[config.mk]
export PLATFORM = sky130hd
export DESIGN_NAME = infix_to_postfix_converter
export DESIGN_NICKNAME = d
export VERILOG_FILES = /design/src/rtl/i2p_pkg.sv /design/src/rtl/i2p_fifo.sv /design/src/rtl/i2p_front.sv /design/src/rtl/i2p_back.sv /design/src/rtl/infix_to_postfix_converter.sv
export SDC_FILE = /design/constraint.sdc
export NUM_CORES = 1
export LEC_CHECK = 0
export BUFFER_PORTS_ARGS = -buffer_cell sky130_fd_sc_hd__buf_2
export CAP_MARGIN = 20
export CORE_ASPECT_RATIO = 1.4
export CORE_MARGIN = 8
export CORE_UTILIZATION = 62
export DETAILED_ROUTE_END_ITERATION = 6
export GPL_ROUTABILITY_DRIVEN = 0
export PLACE_DENSITY = 0.79
export SLEW_MARGIN = 20
export SYNTH_ARGS = -nofsm -noshare
export SYNTH_HDL_FRONTEND = slang
export SYNTH_SLANG_ARGS = --single-unit
[constraint.sdc]
create_clock -name clk_i -period 5.2 [get_ports clk_i]
set_input_delay 0.52 -clock clk_i [delete_from_list [all_inputs] [get_ports clk_i]]
set_output_delay 0.52 -clock clk_i [all_outputs]
set_load 0.05 [all_outputs]
[src/rtl/i2p_pkg.sv]
`timescale 1ns / 1ps
// ----------------------------------------------------------------------------
// i2p_pkg
// Shared types, character codes and precedence helpers for the infix to
// postfix converter.
// ----------------------------------------------------------------------------
package i2p_pkg;

  localparam logic [7:0] CH_PLUS   = 8'h2B;
  localparam logic [7:0] CH_MINUS  = 8'h2D;
  localparam logic [7:0] CH_STAR   = 8'h2A;
  localparam logic [7:0] CH_SLASH  = 8'h2F;
  localparam logic [7:0] CH_DOLLAR = 8'h24;
  localparam logic [7:0] CH_LPAREN = 8'h28;
  localparam logic [7:0] CH_RPAREN = 8'h29;
  localparam logic [7:0] CH_NULL   = 8'h00;

  localparam logic [1:0] ERR_NONE     = 2'd0;
  localparam logic [1:0] ERR_OVERFLOW = 2'd1;
  localparam logic [1:0] ERR_UNMATCH  = 2'd2;

  typedef enum logic [2:0] {
    CLS_SKIP,
    CLS_OPERAND,
    CLS_OPER,
    CLS_LPAREN,
    CLS_RPAREN
  } cls_e;

  typedef struct packed {
    logic [7:0] ch;
    logic       end_of_expr;
    cls_e       cls;
  } cmd_t;

  typedef struct packed {
    logic [7:0] char_out;
    logic       char_valid;
    logic       last;
    logic [1:0] error_code;
  } res_t;

  // Precedence weight; zero for anything that is not an operator
  function automatic logic [1:0] weight_f(input logic [7:0] c);
    logic [1:0] w;
    w = 2'd0;
    if (c == CH_PLUS || c == CH_MINUS) w = 2'd1;
    if (c == CH_STAR || c == CH_SLASH) w = 2'd2;
    if (c == CH_DOLLAR)                w = 2'd3;
    return w;
  endfunction

  // True when the stacked operator must leave before the incoming one
  function automatic logic outranks_f(input logic [7:0] top, input logic [7:0] cur);
    logic [1:0] wt;
    logic [1:0] wc;
    wt = weight_f(top);
    wc = weight_f(cur);
    if (wt == wc) return top != CH_DOLLAR;
    return wt > wc;
  endfunction

endpackage

[src/rtl/i2p_fifo.sv]
`timescale 1ns / 1ps
// ----------------------------------------------------------------------------
// i2p_fifo
// Small register queue used between the converter's stages.
// ----------------------------------------------------------------------------
module i2p_fifo #(
  parameter int WIDTH = 8,
  parameter int DEPTH = 4
) (
  input  logic             clk_i,
  input  logic             rst_ni,
  input  logic             wr_i,
  input  logic [WIDTH-1:0] wdata_i,
  output logic             full_o,
  input  logic             rd_i,
  output logic [WIDTH-1:0] rdata_o,
  output logic             empty_o
);

  localparam int PTR_W = (DEPTH > 1) ? $clog2(DEPTH) : 1;
  localparam int CNT_W = $clog2(DEPTH + 1);
  localparam logic [PTR_W-1:0] LAST_PTR = PTR_W'(DEPTH - 1);
  localparam logic [CNT_W-1:0] DEPTH_C  = CNT_W'(DEPTH);

  logic [WIDTH-1:0] mem_q [DEPTH];
  logic [PTR_W-1:0] wr_ptr_q, wr_ptr_d;
  logic [PTR_W-1:0] rd_ptr_q, rd_ptr_d;
  logic [CNT_W-1:0] cnt_q, cnt_d;
  logic             do_wr, do_rd;

  assign full_o  = (cnt_q == DEPTH_C);
  assign empty_o = (cnt_q == '0);
  assign rdata_o = mem_q[rd_ptr_q];
  assign do_wr   = wr_i && !full_o;
  assign do_rd   = rd_i && !empty_o;

  always_comb begin
    wr_ptr_d = wr_ptr_q;
    rd_ptr_d = rd_ptr_q;
    cnt_d    = cnt_q;
    if (do_wr) begin
      wr_ptr_d = (wr_ptr_q == LAST_PTR) ? '0 : wr_ptr_q + 1'b1;
    end
    if (do_rd) begin
      rd_ptr_d = (rd_ptr_q == LAST_PTR) ? '0 : rd_ptr_q + 1'b1;
    end
    if (do_wr && !do_rd) begin
      cnt_d = cnt_q + 1'b1;
    end else if (do_rd && !do_wr) begin
      cnt_d = cnt_q - 1'b1;
    end
  end

  always_ff @(posedge clk_i or negedge rst_ni) begin
    if (!rst_ni) begin
      wr_ptr_q <= '0;
      rd_ptr_q <= '0;
      cnt_q    <= '0;
    end else begin
      wr_ptr_q <= wr_ptr_d;
      rd_ptr_q <= rd_ptr_d;
      cnt_q    <= cnt_d;
    end
  end

  always_ff @(posedge clk_i) begin
    if (do_wr) begin
      mem_q[wr_ptr_q] <= wdata_i;
    end
  end

endmodule

[src/rtl/i2p_front.sv]
`timescale 1ns / 1ps
// ----------------------------------------------------------------------------
// i2p_front
// Accepts infix characters, classifies them and queues commands for the
// stack engine. Skippable characters without the end flag are dropped here.
// ----------------------------------------------------------------------------
module i2p_front (
  input  logic          push_i,
  output logic          full_o,
  input  logic [7:0]    char_in_i,
  input  logic          end_of_expr_i,
  output logic          cmd_wr_o,
  output i2p_pkg::cmd_t cmd_o,
  input  logic          cmd_full_i
);
  import i2p_pkg::*;

  cls_e cls;
  logic accept;

  always_comb begin
    if (char_in_i inside {CH_PLUS, CH_MINUS, CH_STAR, CH_SLASH, CH_DOLLAR}) begin
      cls = CLS_OPER;
    end else if (char_in_i inside {[8'h30:8'h39], [8'h41:8'h5A], [8'h61:8'h7A]}) begin
      cls = CLS_OPERAND;
    end else if (char_in_i == CH_LPAREN) begin
      cls = CLS_LPAREN;
    end else if (char_in_i == CH_RPAREN) begin
      cls = CLS_RPAREN;
    end else begin
      cls = CLS_SKIP;
    end
  end

  assign full_o            = cmd_full_i;
  assign accept            = push_i && !cmd_full_i;
  // drop skipped characters unless they close the expression
  assign cmd_wr_o          = accept && ((cls != CLS_SKIP) || end_of_expr_i);
  assign cmd_o.ch          = char_in_i;
  assign cmd_o.end_of_expr = end_of_expr_i;
  assign cmd_o.cls         = cls;

endmodule

[src/rtl/i2p_back.sv]
`timescale 1ns / 1ps
// ----------------------------------------------------------------------------
// i2p_back
// Stack engine: executes one queued command at a time against the operator
// stack and writes postfix results to the result queue.
// ----------------------------------------------------------------------------
module i2p_back #(
  parameter int STACK_DEPTH = 32
) (
  input  logic          clk_i,
  input  logic          rst_ni,
  input  logic          cmd_empty_i,
  input  i2p_pkg::cmd_t cmd_i,
  output logic          cmd_rd_o,
  output logic          res_wr_o,
  output i2p_pkg::res_t res_o,
  input  logic          res_full_i
);
  import i2p_pkg::*;

  localparam int CNT_W = $clog2(STACK_DEPTH + 1);
  localparam int IDX_W = $clog2(STACK_DEPTH);
  localparam logic [CNT_W-1:0] DEPTH_C = CNT_W'(STACK_DEPTH);

  localparam logic [1:0] S_IDLE  = 2'd0;
  localparam logic [1:0] S_EXEC  = 2'd1;
  localparam logic [1:0] S_FLUSH = 2'd2;
  localparam logic [1:0] S_FIN   = 2'd3;

  logic [1:0]       state_q, state_d;
  cmd_t             cmd_q, cmd_d;
  logic [CNT_W-1:0] count_q, count_d;
  logic             stale_q, stale_d;
  res_t             hold_q, hold_d;
  logic             hold_vld_q, hold_vld_d;
  logic [7:0]       stack_mem [STACK_DEPTH];
  logic [7:0]       top_q;
  logic [CNT_W-1:0] cnt_m1;
  logic [IDX_W-1:0] rd_idx, wr_idx;
  logic             go;
  logic             produce;
  res_t             prod;
  logic             stk_push, stk_pop, stk_drop;

  assign cnt_m1 = count_q - 1'b1;
  assign rd_idx = cnt_m1[IDX_W-1:0];
  assign wr_idx = count_q[IDX_W-1:0];
  // top of stack is only trusted once the read has caught up with the count
  assign go     = !stale_q && !res_full_i;

  always_comb begin
    state_d    = state_q;
    cmd_d      = cmd_q;
    count_d    = count_q;
    hold_d     = hold_q;
    hold_vld_d = hold_vld_q;
    cmd_rd_o   = 1'b0;
    res_wr_o   = 1'b0;
    res_o      = hold_q;
    produce    = 1'b0;
    prod       = '{char_out: CH_NULL, char_valid: 1'b0, last: 1'b0, error_code: ERR_NONE};
    stk_push   = 1'b0;
    stk_pop    = 1'b0;
    stk_drop   = 1'b0;

    case (state_q)
      S_IDLE: begin
        if (!cmd_empty_i) begin
          cmd_rd_o = 1'b1;
          cmd_d    = cmd_i;
          state_d  = S_EXEC;
        end
      end
      S_EXEC: begin
        if (go) begin
          state_d = cmd_q.end_of_expr ? S_FLUSH : S_FIN;
          case (cmd_q.cls)
            CLS_OPERAND: begin
              produce = 1'b1;
              prod    = '{char_out: cmd_q.ch, char_valid: 1'b1, last: 1'b0,
                          error_code: ERR_NONE};
            end
            CLS_OPER: begin
              if (count_q != '0 && top_q != CH_LPAREN && outranks_f(top_q, cmd_q.ch)) begin
                stk_pop = 1'b1;
                state_d = S_EXEC;
              end else if (count_q >= DEPTH_C) begin
                produce = 1'b1;
                prod.error_code = ERR_OVERFLOW;
              end else begin
                stk_push = 1'b1;
              end
            end
            CLS_LPAREN: begin
              if (count_q >= DEPTH_C) begin
                produce = 1'b1;
                prod.error_code = ERR_OVERFLOW;
              end else begin
                stk_push = 1'b1;
              end
            end
            CLS_RPAREN: begin
              if (count_q != '0 && top_q != CH_LPAREN) begin
                stk_pop = 1'b1;
                state_d = S_EXEC;
              end else if (count_q != '0) begin
                stk_drop = 1'b1;
              end else begin
                produce = 1'b1;
                prod.error_code = ERR_UNMATCH;
              end
            end
            default: begin
            end
          endcase
        end
      end
      S_FLUSH: begin
        if (go) begin
          if (count_q != '0) begin
            stk_pop = 1'b1;
          end else begin
            state_d = S_FIN;
          end
        end
      end
      S_FIN: begin
        if (!res_full_i) begin
          if (hold_vld_q) begin
            res_wr_o   = 1'b1;
            res_o.last = cmd_q.end_of_expr;
            hold_vld_d = 1'b0;
          end else if (cmd_q.end_of_expr) begin
            res_wr_o = 1'b1;
            res_o    = '{char_out: CH_NULL, char_valid: 1'b0, last: 1'b1,
                         error_code: ERR_NONE};
          end
          state_d = S_IDLE;
        end
      end
      default: begin
        state_d = S_IDLE;
      end
    endcase

    if (stk_pop) begin
      produce = 1'b1;
      prod    = '{char_out: top_q, char_valid: 1'b1, last: 1'b0, error_code: ERR_NONE};
    end
    if (stk_pop || stk_drop) begin
      count_d = count_q - 1'b1;
    end
    if (stk_push) begin
      count_d = count_q + 1'b1;
    end
    // hold one result back so the final one of an expression can be marked
    if (produce) begin
      if (hold_vld_q) begin
        res_wr_o = 1'b1;
      end
      hold_d     = prod;
      hold_vld_d = 1'b1;
    end
    stale_d = stk_push || stk_pop || stk_drop;
  end

  always_ff @(posedge clk_i or negedge rst_ni) begin
    if (!rst_ni) begin
      state_q    <= S_IDLE;
      count_q    <= '0;
      stale_q    <= 1'b0;
      hold_vld_q <= 1'b0;
    end else begin
      state_q    <= state_d;
      count_q    <= count_d;
      stale_q    <= stale_d;
      hold_vld_q <= hold_vld_d;
    end
  end

  always_ff @(posedge clk_i) begin
    cmd_q  <= cmd_d;
    hold_q <= hold_d;
  end

  always_ff @(posedge clk_i) begin
    if (stk_push) begin
      stack_mem[wr_idx] <= cmd_q.ch;
    end
    top_q <= stack_mem[rd_idx];
  end

  assert property (@(posedge clk_i) disable iff (!rst_ni) count_q <= DEPTH_C)
    else $error("operator stack count beyond depth");

  assert property (@(posedge clk_i) disable iff (!rst_ni) res_wr_o |-> !res_full_i)
    else $error("result transfer into a full queue");

  assert property (@(posedge clk_i) disable iff (!rst_ni) cmd_rd_o |-> !cmd_empty_i)
    else $error("command read from an empty queue");

  assert property (@(posedge clk_i) disable iff (!rst_ni)
                   (stk_pop || stk_drop) |-> (count_q != '0 && !stale_q))
    else $error("pop from an empty or unsettled stack");

  assert property (@(posedge clk_i) disable iff (!rst_ni)
                   (count_q != $past(count_q)) |-> stale_q)
    else $error("stack count moved without a settle cycle");

endmodule

[src/rtl/infix_to_postfix_converter.sv]
`timescale 1ns / 1ps
// ----------------------------------------------------------------------------
// infix_to_postfix_converter
// Streaming shunting-yard converter: infix characters in, postfix out.
// ----------------------------------------------------------------------------
// Input channel: present char_in_i/end_of_expr_i with push high; a transfer
// happens on a clock edge where push is high and full is low. Spaces, commas
// and other unknown characters are dropped at the front unless they carry the
// end flag.
// Result channel: while empty is low the oldest result sits on char_out_o,
// char_valid_o, last_o and error_code_o; pop high on an edge takes it.
// Processing: the stack engine handles one character at a time, plus a step for
// every operator popped to the output; the end flag adds an empty-stack check,
// after a wait when the character itself pushed or discarded a stack entry. The
// wait after each stack change covers the registered read of the stack memory.
// A command queue in front lets the sender run ahead meanwhile.
// Stall: when pop is held low the result queue fills, the engine waits, then
// the command queue fills and full rises. Nothing is lost.
// Reset: both queues and the stack are emptied; stack contents are not cleared.
// ----------------------------------------------------------------------------
module infix_to_postfix_converter #(
  parameter int STACK_DEPTH = 32
) (
  input  logic       clk_i,
  input  logic       rst_ni,
  input  logic       push,
  output logic       full,
  input  logic [7:0] char_in_i,
  input  logic       end_of_expr_i,
  output logic       empty,
  input  logic       pop,
  output logic [7:0] char_out_o,
  output logic       char_valid_o,
  output logic       last_o,
  output logic [1:0] error_code_o
);
  import i2p_pkg::*;

  localparam int CMD_W = $bits(cmd_t);
  localparam int RES_W = $bits(res_t);

  logic             cmd_wr, cmd_full, cmd_empty, cmd_rd;
  cmd_t             cmd_in, cmd_out;
  logic [CMD_W-1:0] cmd_rdata;
  logic             res_wr, res_full;
  res_t             res_in, res_out;
  logic [RES_W-1:0] res_rdata;

  i2p_front u_front (
    .push_i        (push),
    .full_o        (full),
    .char_in_i     (char_in_i),
    .end_of_expr_i (end_of_expr_i),
    .cmd_wr_o      (cmd_wr),
    .cmd_o         (cmd_in),
    .cmd_full_i    (cmd_full)
  );

  i2p_fifo #(
    .WIDTH (CMD_W),
    .DEPTH (4)
  ) u_cmd_fifo (
    .clk_i   (clk_i),
    .rst_ni  (rst_ni),
    .wr_i    (cmd_wr),
    .wdata_i (cmd_in),
    .full_o  (cmd_full),
    .rd_i    (cmd_rd),
    .rdata_o (cmd_rdata),
    .empty_o (cmd_empty)
  );

  assign cmd_out = cmd_t'(cmd_rdata);

  i2p_back #(
    .STACK_DEPTH (STACK_DEPTH)
  ) u_back (
    .clk_i       (clk_i),
    .rst_ni      (rst_ni),
    .cmd_empty_i (cmd_empty),
    .cmd_i       (cmd_out),
    .cmd_rd_o    (cmd_rd),
    .res_wr_o    (res_wr),
    .res_o       (res_in),
    .res_full_i  (res_full)
  );

  i2p_fifo #(
    .WIDTH (RES_W),
    .DEPTH (4)
  ) u_res_fifo (
    .clk_i   (clk_i),
    .rst_ni  (rst_ni),
    .wr_i    (res_wr),
    .wdata_i (res_in),
    .full_o  (res_full),
    .rd_i    (pop),
    .rdata_o (res_rdata),
    .empty_o (empty)
  );

  assign res_out      = res_t'(res_rdata);
  assign char_out_o   = res_out.char_out;
  assign char_valid_o = res_out.char_valid;
  assign last_o       = res_out.last;
  assign error_code_o = res_out.error_code;

endmodule
# Yosys cells after proc, flatten, opt, wreduce, memory -nomap -nowiden

Memories as Yosys holds them, arrays and structs flattened. A register that Yosys moved wholly into a read port is not among the register bits.
Cells that the tools add are included.

Bits in latches: 0
Logic and storage cells: 226
Bits of input ports: 13
Memories kept: 3
Register bits: 36
Output and inout port bits: 14
Bits in read-only memories: 0
RAM bits: 352

Memory list:

| name             | words | width | rd ports | clocked after Yosys merged registers in | wr ports | line           | text |
|---|---|---|---|---|---|---|---|
| u_back.stack_mem | 32    | 8     | 1        | 1                                       | 1        | i2p_back.sv:36 | `logic [7:0] stack_mem [STACK_DEPTH];` |
| u_cmd_fifo.mem_q | 4     | 12    | 1        | 1                                       | 1        | i2p_fifo.sv:25 | `logic [WIDTH-1:0] mem_q [DEPTH];` |
| u_res_fifo.mem_q | 4     | 12    | 1        | 0                                       | 1        | i2p_fifo.sv:25 |  |

$add $sub $neg: 10
Mux-type cells: 101
Divide/modulo/power cells: 0
Multipliers: 0
Shift operators: 0
Bitwise operators: 3
Reductions and logical operators: 48
Order comparisons: 8
Equality and inequality tests: 39

Operators by type and width:

| cell                                                            | number |
|---|---|
| equality test 8 x 6 -> 1 bit (second input constant)            | 17 |
| 2-to-1 mux 12 bit                                               | 6 |
| 2-to-1 mux 1 bit                                                | 51 |
| 2-to-1 mux 2 bit                                                | 25 |
| 2-to-1 mux 3 bit                                                | 8 |
| >= comparator 8 x 7 -> 1 bit (second input constant)            | 2 |
| less-or-equal comparator 8 x 7 -> 1 bit (second input constant) | 2 |
| logical AND 1 bit                                               | 16 |
| != test 8 x 6 -> 1 bit (second input constant)                  | 2 |
| equality test 2 bit (second input constant)                     | 6 |
| 2-to-1 mux 6 bit                                                | 2 |
| 2-to-1 mux 10 bit                                               | 1 |
| equality test 3 bit (second input constant)                     | 3 |
| logical NOT 1 bit                                               | 9 |
| 2-to-1 mux 9 bit                                                | 1 |
| adder 2 x 1 -> 2 bit (second input constant)                    | 4 |
| >= comparator 8 x 6 -> 1 bit (second input constant)            | 1 |
| less-or-equal comparator 8 x 6 -> 1 bit (second input constant) | 1 |
| logical OR 1 bit                                                | 8 |
| != test 2 bit (second input constant)                           | 4 |
| one-hot mux 2 bit (4 select lines)                              | 1 |
| nonzero test 2 bit                                              | 4 |
| adder 3 x 1 -> 3 bit (second input constant)                    | 2 |
| adder 6 x 1 -> 6 bit (second input constant)                    | 1 |
| other kinds (22)                                                | 32 |

# Depth between registers and ports, before layout

Gate-level depths: netlist of the first run.

Word-level depth: 29
Mapped depth: 16
Gate-level depth less buffers: 16

# Cells and area by module

A second synthesis of the first run with hierarchy kept.

Cell total of the unflattened synthesis: 831
Area, all modules: 16625.9 um^2

Modules (own cells, without submodules):

| module    | times used | cells an instance | area each (um^2) | seq. area each (um^2) |
|---|---|---|---|---|
| i2p_back  | 1          | 597               | 12001.5          | 8788.4 |
| i2p_fifo  | 2          | 100               | 2195.9           | 1616.6 |
| i2p_front | 1          | 34                | 232.7            | 0.0 |

# Worst setup path after synthesis of the first run

No wires, ideal clock.

Kind: reg-to-reg
From: register u_back.cmd_q[6] (netlist bit)
To: register u_res_fifo.cnt_q[2]
Setup slack: 1226 ps
Arrival time: 3895 ps
Stages on the path, launching flop included: 17
Buffers on the path: 0
Setup time: 79 ps
Data required time: 5121 ps
Cells stage by stage: edfxtp_1 nand2b_1 o22a_1 o22ai_1 nand2_1 ha_1 nand4b_1 a2111oi_4 nand4_1 nor2b_1 a211oi_4 ha_1 inv_1 fa_1 xor2_1 nor2_1 xor2_1

Longest elaborated chain between the ends: 28
Elaborated cells on any way between the ends: 40
Those cells by class: 1 x order compare; 6 x eq/ne; 25 x mux; 8 x reduce/logical

Ends and longest elaborated chain:

| element                                                                | line            | text |
|---|---|---|
| start: declaration                                                     | i2p_back.sv:31  | `cmd_t cmd_q, cmd_d;` |
| start signal: assignment                                               | i2p_back.sv:182 | `cmd_q <= cmd_d;` |
| equality test 8 x 6 -> 1 bit                                           | i2p_pkg.sv:47   | `if (c == CH_PLUS \|\| c == CH_MINUS) w = 2'd1;` |
| logical OR 1 bit                                                       | i2p_pkg.sv:47   |  |
| 2-to-1 mux 1 bit                                                       | i2p_pkg.sv:47   |  |
| 2-to-1 mux 2 bit                                                       | i2p_pkg.sv:48   | `if (c == CH_STAR \|\| c == CH_SLASH) w = 2'd2;` |
| 2-to-1 mux 2 bit *                                                     | i2p_pkg.sv:49   | `if (c == CH_DOLLAR) w = 2'd3;` |
| 2-to-1 mux 2 bit *                                                     | i2p_back.sv:77  | `case (cmd_q.cls)` |
| 2-to-1 mux 2 bit *                                                     | i2p_back.sv:75  | `if (go) begin` |
| 2-to-1 mux 2 bit *                                                     | i2p_back.sv:66  | `case (state_q)` |
| (+13 left out)                                                         | -               |  |
| one-hot mux 1 bit (2 select lines) or 2-to-1 mux 1 bit (tied branches) | i2p_back.sv:66  |  |
| 2-to-1 mux 1 bit *                                                     | i2p_back.sv:146 | `if (stk_pop) begin` |
| 2-to-1 mux 1 bit *                                                     | i2p_back.sv:157 | `if (produce) begin` |
| logical AND 1 bit *                                                    | i2p_fifo.sv:34  | `assign do_wr = wr_i && !full_o;` |
| via u_res_fifo.do_wr                                                   | i2p_fifo.sv:29  | `logic do_wr, do_rd;` |
| logical NOT 1 bit                                                      | i2p_fifo.sv:49  | `end else if (do_rd && !do_wr) begin` |
| logical AND 1 bit                                                      | i2p_fifo.sv:49  |  |
| nonzero test 2 bit (no source line)                                    | -               |  |
| end signal: assignment                                                 | i2p_fifo.sv:62  | `cnt_q <= cnt_d;` |
| end: declaration                                                       | i2p_fifo.sv:28  | `logic [CNT_W-1:0] cnt_q, cnt_d;` |

Mark *: on every way through the listed nets, which the timed path passes. The rest lies on a longest branch. The select of a mux whose other input is x is not followed.
A chain may end at the register's enable or synchronous reset.

# Worst setup path in the final report of the first run

From: register u_back.cmd_q[11] (netlist bit)
To: register u_res_fifo.cnt_q[2]

The elaborated chain is that of the path after synthesis.

==> impl_metrics.yaml, run 1 <==
synthesis:
  ys_top_cells_by_count: "375 x edfxtp_1, 104 x mux4_2, 46 x nor2_1"
  yosysWarningCount: 0
  ys_types: 66
  yosysTopAreaCellShare_pct: 67.83
  syn_nets: 878
  synth_seq_cells: 407
  synth_seq_area_share_pct: 72.41
  synth_edf_count: 375
  async_flop_share_pct: 5.897
  syn_area_per_cell_sq_um: 19.76
  synth_area_leaders: "edfxtp_1 68%, mux4_2 14%, dfrtp_1 3.6%"
  yosys.area.top_type: "edfxtp_1"
  yosysMostFrequentCell: "edfxtp_1"
  syn_area_sq_um: 16600
  yosys_most_used_dff: "edfxtp_1"
  netlist_instances: 840
power_and_ir_drop:
  seq_power_share_pct: 41.8
  power_frac_comb_pct: 34.5
  p_leak_nw: 6.071
  clockPowerShare_pct: 23.7
  power.density_nw_per_um2: 619.4
  net-switching-power_mw: 3.778
  p_total_mw: 11.39
  p_int_mw: 7.614
  switching_share_pct: 33.16
  ir_worst_vdd_mv: 0.3279
timing:
  skew_ns: 0.01895
  fin_tns_setup_ns: 0
  finalMaxSlewViolations: 0
  relSlewSlack_pct: 41.50
  worst_pin_slew_ns: 0.8742
  rsz0062_at_grt: "no"
  final_hold_viol_count: 6
  setup_violations: 0
  max_freq_ghz: 0.2306
  period_share_pct: 83.40
  period_needed_ns: 4.337
  whs_ns: -0.005289
  fin_ws_ns: 0.8631
clocking:
  clock_path_buffers: 3
  htreeDepth: 2
  numCtsBuffers: 37
  postCtsSetupRepairBufs: 0
  clk_pin_slew_ns: 0.07
  holdBufCountCts: 0
  cts_tree: "done"
  cts_resized: 0
  cts_sinks: 407
  clk_latency_ns: 0.53
  root_buffer: "clkbuf_16"
global_routing:
  grt_pass1_vias: 8462
  grt_max_degree: 55
  gr-total-overflow: 0
  grt_first_pass_wirelength_microns: 50090
  antenna_found_initial: 0
  grt_use_total_pct: 20.46
critical_path:
  critical_path_class: "reg2reg"
  critPathLaunchType: "flop"
  critPathArrivalTime_ns: 4.79
  cp.required_ns: 5.65
  crit_fanout: 34
  cpPeakStageDelay_ns: 0.62
  critical-path-top-delay-family: "simple AND/OR/NAND/NOR gates"
  worstPathCellList: "buf_4 > nor4b_1 > nor2b_1 > ha_1 > nand4b_1 > a2111oi_4 > nor4_1 > a2111oi_2 > a211oi_4 > ha_1 > inv_1 > fa_1 > xor2_1 > nor2_1 > xor2_1"
  cp-end-kind: "flop"
  crit_buf_inv: 2
  crit_slowest_cell: "nor4_1"
layout:
  area_growth_syn_to_layout_pct: 10.78
  nets: 927
  layout-drive-gt1-share_pct: 27.04
  diodes: 0
  fin_cells: 1245
route:
  vias: 8064
  drt_iter0_markers: 605
  first_pass_iters: 7
  drc: 1
  drt-total-wl_microns: 32460
  wl_per_cell_microns: 26.08
  routed_via_density: 6.477
  ant_nets: 0
job:
  maxCapViolCount: 0
run_status:
  violations: "DRC, hold timing"
  status: "finished, violations left"
min_path:
  hold_path.class: "in2async"
place:
  hpwl_microns: 20890
  portBuffers: 26
  dp_cells: 1177
  post-place-ws_ns: 0.9104
floorplan:
  die_area_sq_um: 32340
  rows: 71
  die_w_microns: 154.3
  core_sq_um: 26650
  chipHeight_microns: 209.6
  start_util_pct: 62.30
  io-pin-count: 27
==> cell type report <==
type	instances	area (sq um)
clock buffer	44	1015
clock inverter	23	197.7
fill	1580	8258
inverter	25	93.84
multi-input combinational	372	4358
sequential	407	12030
tap	328	410.4
timing repair buffer	46	292.8
==> flip-flops by register name (all words and copies together) (netlist names), named ones only <==
signal / count
u_res_fifo.mem_q: 48
u_res_fifo.rd_ptr_q: 2
u_back.top_q: 8
u_back.stale_q: 1
u_cmd_fifo.wr_ptr_q: 2
u_cmd_fifo.rd_ptr_q: 2
u_back.stack_mem: 256
u_res_fifo.cnt_q: 3
u_cmd_fifo.mem_q: 48
u_cmd_fifo.cnt_q: 3
u_back.state_q: 1
u_back.hold_vld_q: 1
u_back.cmd_q: 12
u_back.count_q: 6
u_res_fifo.wr_ptr_q: 2
u_back.hold_q: 11
==> power groups by stage <==
stage               Sequential (mW)  Clock [mW]  Combinational [mW]
global route                   4.83        2.83                4.17
detailed placement             4.84           0                3.89
finish                         4.77        2.70                3.93
floorplan                      4.69           0                2.86
global placement               4.79           0                3.75
CTS                            4.77        2.74                3.93
==> routing by layer <==
layer | vias to the layer above | routed length, microns | track usage [%]
met5 | - | 0 | 0
met4 | 0 | 928 | 7.421
met3 | 68 | 1880 | 3.335
met2 | 339 | 17780 | 37.19
met1 | 4161 | 11880 | 24.10
li1 | 3496 | - | -
==> layout by cell type (no fill, tap or decap), types with 19 or more instances in the layout <==
cell         n
nand2_1     19
inv_1       25
mux4_2     104
buf_2       26
ha_1        22
clkbuf_16   39
buf_4       19
edfxtp_1   375
dfrtp_1     23
nor2_1      42
==> through the flow <==
stage	area (sq um)	utilization, %
after global routing	18390	69.01
after global placement	17150	64.35
after floorplan	16600	-
after detailed placement	17150	64.35
after CTS	18360	68.90
final	18390	69.01
==> kinds of logic after synthesis <==
group,share of synthesized area (%)
DFF,72.41
buffers and inverters,1.462
and+or+nand+nor,4.748
AOI/OAI and AO/OA,3.293
xor gates and xnor gates,0.7386
adders and majority gates,1.975
muxes,15.37
==> worst paths after layout <==
check	start	endpoint	slack, ns	cells after the start
worst max-delay path	u_back.cmd_q[11]$_DFFE_PP_	u_res_fifo.cnt_q[2]$_DFFE_PN0P_	0.86	15
worst min-delay path	rst_ni	u_res_fifo.rd_ptr_q[1]$_DFFE_PN0P_	-0.005	1
worst max register to register	u_back.cmd_q[11]$_DFFE_PP_	u_res_fifo.cnt_q[2]$_DFFE_PN0P_	0.86	15
worst min register to register	u_cmd_fifo.cnt_q[2]$_DFFE_PN0P_	u_cmd_fifo.cnt_q[2]$_DFFE_PN0P_	0.49	1
max in group asynchronous	rst_ni	u_back.count_q[0]$_DFFE_PN0P_	4.74	1
min in group clk_i	end_of_expr_i	u_cmd_fifo.mem_q[1][3]$_DFFE_PP_	0.23	1
No activity file was read; power rests on OpenSTA's default activity.
==> run 2, diff against run 1 <==
--- a/config.mk
+++ b/config.mk
@@ -5,14 +5,15 @@
 export SDC_FILE = /design/constraint.sdc
 export NUM_CORES = 1
 export LEC_CHECK = 0
+export ABC_AREA = 1
 export BUFFER_PORTS_ARGS = -buffer_cell sky130_fd_sc_hd__buf_2
 export CAP_MARGIN = 20
 export CORE_ASPECT_RATIO = 1.4
 export CORE_MARGIN = 8
-export CORE_UTILIZATION = 62
+export CORE_UTILIZATION = 63
 export DETAILED_ROUTE_END_ITERATION = 6
 export GPL_ROUTABILITY_DRIVEN = 0
-export PLACE_DENSITY = 0.79
+export PLACE_DENSITY = 0.8
 export SLEW_MARGIN = 20
 export SYNTH_ARGS = -nofsm -noshare
 export SYNTH_HDL_FRONTEND = slang
==> constraint.sdc (replaced) <==
create_clock -name clk_i -period 4.3 [get_ports clk_i]
set_input_delay 0.43 -clock clk_i [delete_from_list [all_inputs] [get_ports clk_i]]
set_output_delay 0.43 -clock clk_i [all_outputs]
set_load 0.05 [all_outputs]
==> impl_metrics.yaml, run 2 <==
layout:
  largest_registers: "u_back.stack_mem x256, u_cmd_fifo.mem_q x48, u_res_fifo.mem_q x48"
  fin_cells: 1758
  final_cell_area_sq_um: 18790
  layout-drive-gt1-share_pct: 10.77
  nets: 1404
  layout_commonest_cell: "edfxtp_1"
  utilization_pct: 70.25
  largest-register: "u_back.stack_mem"
  largest_reg_flops: 256
  fillers: 1734
  area_growth_syn_to_layout_pct: 10.25
  mostFrequentLayoutCells: "375 x edfxtp_1, 250 x nor2_1, 134 x o21ai_0"
  seq_area_sq_um: 12030
  multiInputGateArea_sq_um: 4385
  diodes: 0
floorplan:
  core_sq_um: 26740
  chipHeight_microns: 210.6
  io-pin-count: 27
  rows: 71
  die_w_microns: 155.0
  die_area_sq_um: 32640
  start_util_pct: 63.72
route:
  routedLengthMet1_microns: 13780
  routed.top_layer: "met4"
  first_pass_iters: 7
  dr_wl_met3_microns: 2086
  drc: 0
  ant_nets: 0
  drt_iter0_markers: 1167
  drt-total-wl_microns: 35520
  wl_per_cell_microns: 20.20
  vias: 10610
  wl_met2_microns: 18330
  routed_via_density: 6.035
timing:
  whs_ns: 0.1354
  rsz0062_at_grt: "no"
  final_hold_viol_count: 0
  finalMaxSlewViolations: 0
  fin_tns_setup_ns: 0
  worst_pin_slew_ns: 1.112
  period_needed_ns: 3.881
  skew_ns: 0.01819
  setup_violations: 0
  period_share_pct: 90.25
  relSlewSlack_pct: 25.85
  max_freq_ghz: 0.2577
  fin_ws_ns: 0.4192
power_and_ir_drop:
  power_frac_comb_pct: 40.0
  p_leak_nw: 6.697
  p_int_mw: 8.961
  ir_worst_vdd_mv: 0.8019
  seq_power_share_pct: 37.9
  net-switching-power_mw: 6.001
  p_total_mw: 14.96
  switching_share_pct: 40.11
  power.density_nw_per_um2: 796.4
  clockPowerShare_pct: 22.1
clocking:
  htreeDepth: 2
  numCtsBuffers: 37
  postCtsSetupRepairBufs: 0
  clock_path_buffers: 3
  root_buffer: "clkbuf_16"
  cts_resized: 0
  holdBufCountCts: 1
  cts_tree: "done"
  cts_sinks: 407
  clk_latency_ns: 0.54
  clk_pin_slew_ns: 0.06
critical_path:
  critPathArrivalTime_ns: 4.30
  crit_fanout: 14
  critical_path_class: "reg2reg"
  cp.required_ns: 4.72
  critPathLaunchType: "flop"
  cp-end-kind: "flop"
synthesis:
  synth_area_leaders: "edfxtp_1 66%, nor2_1 5.5%, o21ai_0 3.9%"
  yosysMostFrequentCell: "edfxtp_1"
  synth_edf_count: 375
  syn_area_per_cell_sq_um: 12.73
  async_flop_share_pct: 5.897
  syn_nets: 1376
  synth_seq_area_share_pct: 70.55
  yosys_most_used_dff: "edfxtp_1"
  ys_types: 43
  yosysWarningCount: 0
  syn_area_sq_um: 17040
  synth_seq_cells: 407
  yosys.area.top_type: "edfxtp_1"
  ys_top_cells_by_count: "375 x edfxtp_1, 250 x nor2_1, 134 x o21ai_0"
  yosysTopAreaCellShare_pct: 66.09
  netlist_instances: 1338
place:
  hpwl_microns: 21050
  portBuffers: 26
  post-place-ws_ns: 0.5708
  dp_cells: 1690
  post_dp_cell_area_sq_um: 17510
global_routing:
  grt_max_degree: 117
  grt_use_total_pct: 21.70
  grt_pass1_vias: 10420
  antenna_found_initial: 0
  grt_first_pass_wirelength_microns: 55300
  gr-total-overflow: 0
job:
  maxCapViolCount: 0
min_path:
  hold_path.class: "in2reg"
run_status:
  status: "completed"
[run 2: cell count changes in the layout (fill, tap and decap cells not counted), sizes merged, moves of 20 or more]
cell / previous run / this run
mux4: 104 / 0
mux2i: 3 / 32
o211ai: 3 / 23
nand3: 3 / 39
inv: 26 / 86
nand2: 19 / 118
nor2: 46 / 260
o21ai: 11 / 151
o32ai: 0 / 32
o221ai: 0 / 25
o22ai: 2 / 36
[run 2: cell families after synthesis]
logic type | share of synthesized area (%)
AO/OA/AOI/OAI | 10.43
XOR/XNOR | 0.8078
flip-flops | 70.55
buffers and inverters | 3.782
multiplexers | 1.946
adder cells (fa/ha/maj) | 1.924
AND/OR/NAND/NOR | 10.55
[run 2: worst paths after layout]
check / endpoint / slack, ns / depth (start not counted) / start
worst max-delay path: u_res_fifo.cnt_q[2]$_DFFE_PN0P_ / 0.42 / 20 / u_back.cmd_q[6]$_DFFE_PP_
worst min-delay path: u_cmd_fifo.mem_q[3][3]$_DFFE_PP_ / 0.14 / 1 / end_of_expr_i
worst max register to register: u_res_fifo.cnt_q[2]$_DFFE_PN0P_ / 0.42 / 20 / u_back.cmd_q[6]$_DFFE_PP_
max in group asynchronous: u_back.count_q[0]$_DFFE_PN0P_ / 3.41 / 2 / rst_ni
min in group asynchronous: u_res_fifo.rd_ptr_q[1]$_DFFE_PN0P_ / 0.44 / 2 / rst_ni
worst min register to register: u_res_fifo.cnt_q[2]$_DFFE_PN0P_ / 0.51 / 1 / u_res_fifo.cnt_q[2]$_DFFE_PN0P_
[run 2: critical path: stages, from the launching register on]
cell and delay, ns:
edfxtp_1 0.64, inv_1 0.15, nor4_1 0.26, o21ai_0 0.15
ha_1 0.32, inv_1 0.04, nor2_1 0.07, o21ai_0 0.10
nand3_1 0.10, nand3_1 0.11, nand2_1 0.11, nand3_2 0.26
nand3_2 0.20, nand2_2 0.12, inv_1 0.10, ha_1 0.18
inv_1 0.08, fa_1 0.38, a21oi_1 0.14, o21ai_0 0.11
xnor2_1 0.13
[run 2: layer usage]
layer	global-route usage, %	vias up
met4	9.759	0
met3	3.259	87
met5	0	-
met1	26.68	5197
li1	-	4920
met2	37.46	406
[run 2: power groups by stage]
stage               combinational [mW]  sequential, mW  clock, mW
global placement                  5.64            5.72          0
CTS                               5.86            5.66       3.35
floorplan                         4.12            5.73          0
finish                            5.98            5.67       3.31
detailed placement                5.77            5.74          0
global route                      6.47            5.72       3.48
[run 2: cell type report]
cell class	count	share of cell area, %
sequential	407	64.01
multi-input combinational	782	23.34
clock buffer	48	5.521
tap	365	2.431
timing repair buffer	53	1.892
inverter	85	1.712
clock inverter	18	1.086
==> run 3, diff against run 2 <==
--- a/config.mk
+++ b/config.mk
@@ -5,15 +5,14 @@
 export SDC_FILE = /design/constraint.sdc
 export NUM_CORES = 1
 export LEC_CHECK = 0
-export ABC_AREA = 1
 export BUFFER_PORTS_ARGS = -buffer_cell sky130_fd_sc_hd__buf_2
 export CAP_MARGIN = 20
 export CORE_ASPECT_RATIO = 1.4
 export CORE_MARGIN = 8
-export CORE_UTILIZATION = 63
+export CORE_UTILIZATION = 62
 export DETAILED_ROUTE_END_ITERATION = 6
 export GPL_ROUTABILITY_DRIVEN = 0
-export PLACE_DENSITY = 0.8
+export PLACE_DENSITY = 0.79
 export SLEW_MARGIN = 20
 export SYNTH_ARGS = -nofsm -noshare
 export SYNTH_HDL_FRONTEND = slang
==> impl_metrics.yaml, run 3 (synthesized netlist as in run 1, its figures left out) <==
timing:
  final_hold_viol_count: 0
  fin_tns_setup_ns: 0
  skew_ns: 0.02616
  relSlewSlack_pct: 43.47
  period_share_pct: 96.03
  period_needed_ns: 4.129
  max_freq_ghz: 0.2422
  finalMaxSlewViolations: 0
  fin_ws_ns: 0.1708
  worst_pin_slew_ns: 0.8480
  setup_violations: 0
  rsz0062_at_grt: "no"
critical_path:
  critPathArrivalTime_ns: 4.57
  cp.required_ns: 4.74
  cp-end-kind: "flop"
  crit_buf_inv: 1
  worstPathCellList: "or4b_4 > or2_2 > ha_1 > nand4b_1 > a2111oi_4 > nand4_1 > nor2b_1 > a211oi_4 > ha_1 > inv_1 > fa_1 > xor2_1 > nor2_1 > xor2_1"
  cpPeakStageDelay_ns: 0.60
  crit_fanout: 6
  crit_slowest_cell: "or4b_4"
  critPathLaunchType: "flop"
  critical_path_class: "reg2reg"
  critical-path-top-delay-family: "simple AND/OR/NAND/NOR gates"
global_routing:
  grt_use_total_pct: 20.57
  antenna_found_initial: 0
  grt_max_degree: 40
  gr-total-overflow: 0
  grt_first_pass_wirelength_microns: 50450
  grt_pass1_vias: 8709
job:
  maxCapViolCount: 0
power_and_ir_drop:
  p_leak_nw: 6.206
  ir_worst_vdd_mv: 0.4549
  power.density_nw_per_um2: 731.5
floorplan:
  chipHeight_microns: 209.6
  core_sq_um: 26650
  io-pin-count: 27
  die_w_microns: 154.3
  start_util_pct: 62.30
  rows: 71
  die_area_sq_um: 32340
route:
  first_pass_iters: 5
  drc: 0
  vias: 8117
  drt-total-wl_microns: 31930
  ant_nets: 0
  routed_via_density: 6.376
  wl_per_cell_microns: 25.08
  drt_iter0_markers: 713
layout:
  mostFrequentLayoutCells: "375 x edfxtp_1, 104 x mux4_2, 52 x buf_4"
  largest_reg_flops: 256
  largest_registers: "u_back.stack_mem x256, u_cmd_fifo.mem_q x48, u_res_fifo.mem_q x48"
  layout-drive-gt1-share_pct: 28.57
  area_growth_syn_to_layout_pct: 11.65
  diodes: 0
  nets: 960
  largest-register: "u_back.stack_mem"
  layout_commonest_cell: "edfxtp_1"
clocking:
  cts_tree: "done"
  numCtsBuffers: 36
  root_buffer: "clkbuf_16"
  htreeDepth: 2
  cts_sinks: 407
  clk_latency_ns: 0.53
  clk_pin_slew_ns: 0.06
  clock_path_buffers: 3
place:
  portBuffers: 26
  hpwl_microns: 20730
  post-place-ws_ns: 0.1830
run_status:
  status: "completed"
min_path:
  hold_path.class: "in2reg"
run 3: area by class of cell:
class                   instances  area (sq um)
well taps                     328         410.4
multi-input cells             372          4354
repair buffers                 80         550.5
inverters                      25         93.84
fillers                      1592          8114
clock inverters                17         140.1
flip-flops and latches        407         12030
clock buffers                  44         962.2
run 3: where the power goes:
| part | switching (mW) | internal (mW) | leakage, nW |
|---|---|---|---|
| clock network | 1.32 | 1.71 | 0.545 |
| logic | 2.72 | 2.13 | 1.91 |
| registers | 0.430 | 5.25 | 3.75 |
run 3: layer usage:
metal / routed length (microns) / up-vias / part of all wire, % / track usage, %
li1: - / 3571 / - / -
met1: 12100 / 4179 / 38 / 24.80
met2: 17130 / 278 / 54 / 36.25
met3: 1380 / 89 / 4.3 / 2.985
met4: 1314 / 0 / 4.1 / 9.183
met5: 0 / - / 0 / 0
run 3: stage by stage:
step | util, % | total power [mW] | hold WS (ns) | std cells | area, sq um
3_3_place_gp | 65.24 | 10.36 | 0.4544 | 1207 | 17390
2_1_floorplan | - | 9.136 | 0.1344 | 840 | 16600
5_1_grt | 69.55 | 14.14 | 0.1331 | 1273 | 18540
3_5_place_dp | 65.24 | 10.61 | 0.4753 | 1207 | 17390
6_report | 69.55 | 13.56 | 0.1445 | 1273 | 18540
4_1_cts | 69.42 | 13.65 | 0.1234 | 1269 | 18500
run 3: path summary, 6_finish.rpt:
check                           slack, ns                                 end  cells after the start                          start
worst max-delay path                 0.17     u_res_fifo.cnt_q[2]$_DFFE_PN0P_                     14        u_back.top_q[4]$_DFF_P_
min in group asynchronous            0.46  u_res_fifo.wr_ptr_q[0]$_DFFE_PN0P_                      2                         rst_ni
max in group asynchronous            3.40       u_back.count_q[0]$_DFFE_PN0P_                      2                         rst_ni
worst min register to register       0.50       u_back.hold_vld_q$_DFFE_PN0P_                      1  u_back.hold_vld_q$_DFFE_PN0P_
worst max register to register       0.17     u_res_fifo.cnt_q[2]$_DFFE_PN0P_                     14        u_back.top_q[4]$_DFF_P_
worst min-delay path                 0.14    u_cmd_fifo.mem_q[2][3]$_DFFE_PP_                      1                  end_of_expr_i
run 3: what timing repair did:
item / 4_1_cts / 5_1_grt
setup buffers: 0 / 4
hold buffers: 1 / 0
resized for setup: 0 / 1
endpoints found under the hold margin: 24 / 0
endpoints found under the setup margin: 0 / 3
run 3: worst register-to-register path, stage by stage (launching register included):
cell and delay [ns]:
dfxtp_1 0.32, or4b_4 0.60, or2_2 0.34, ha_1 0.31, nand4b_1 0.19, a2111oi_4 0.45
nand4_1 0.21, nor2b_1 0.21, a211oi_4 0.27, ha_1 0.23, inv_1 0.06, fa_1 0.38
xor2_1 0.17, nor2_1 0.13, xor2_1 0.18
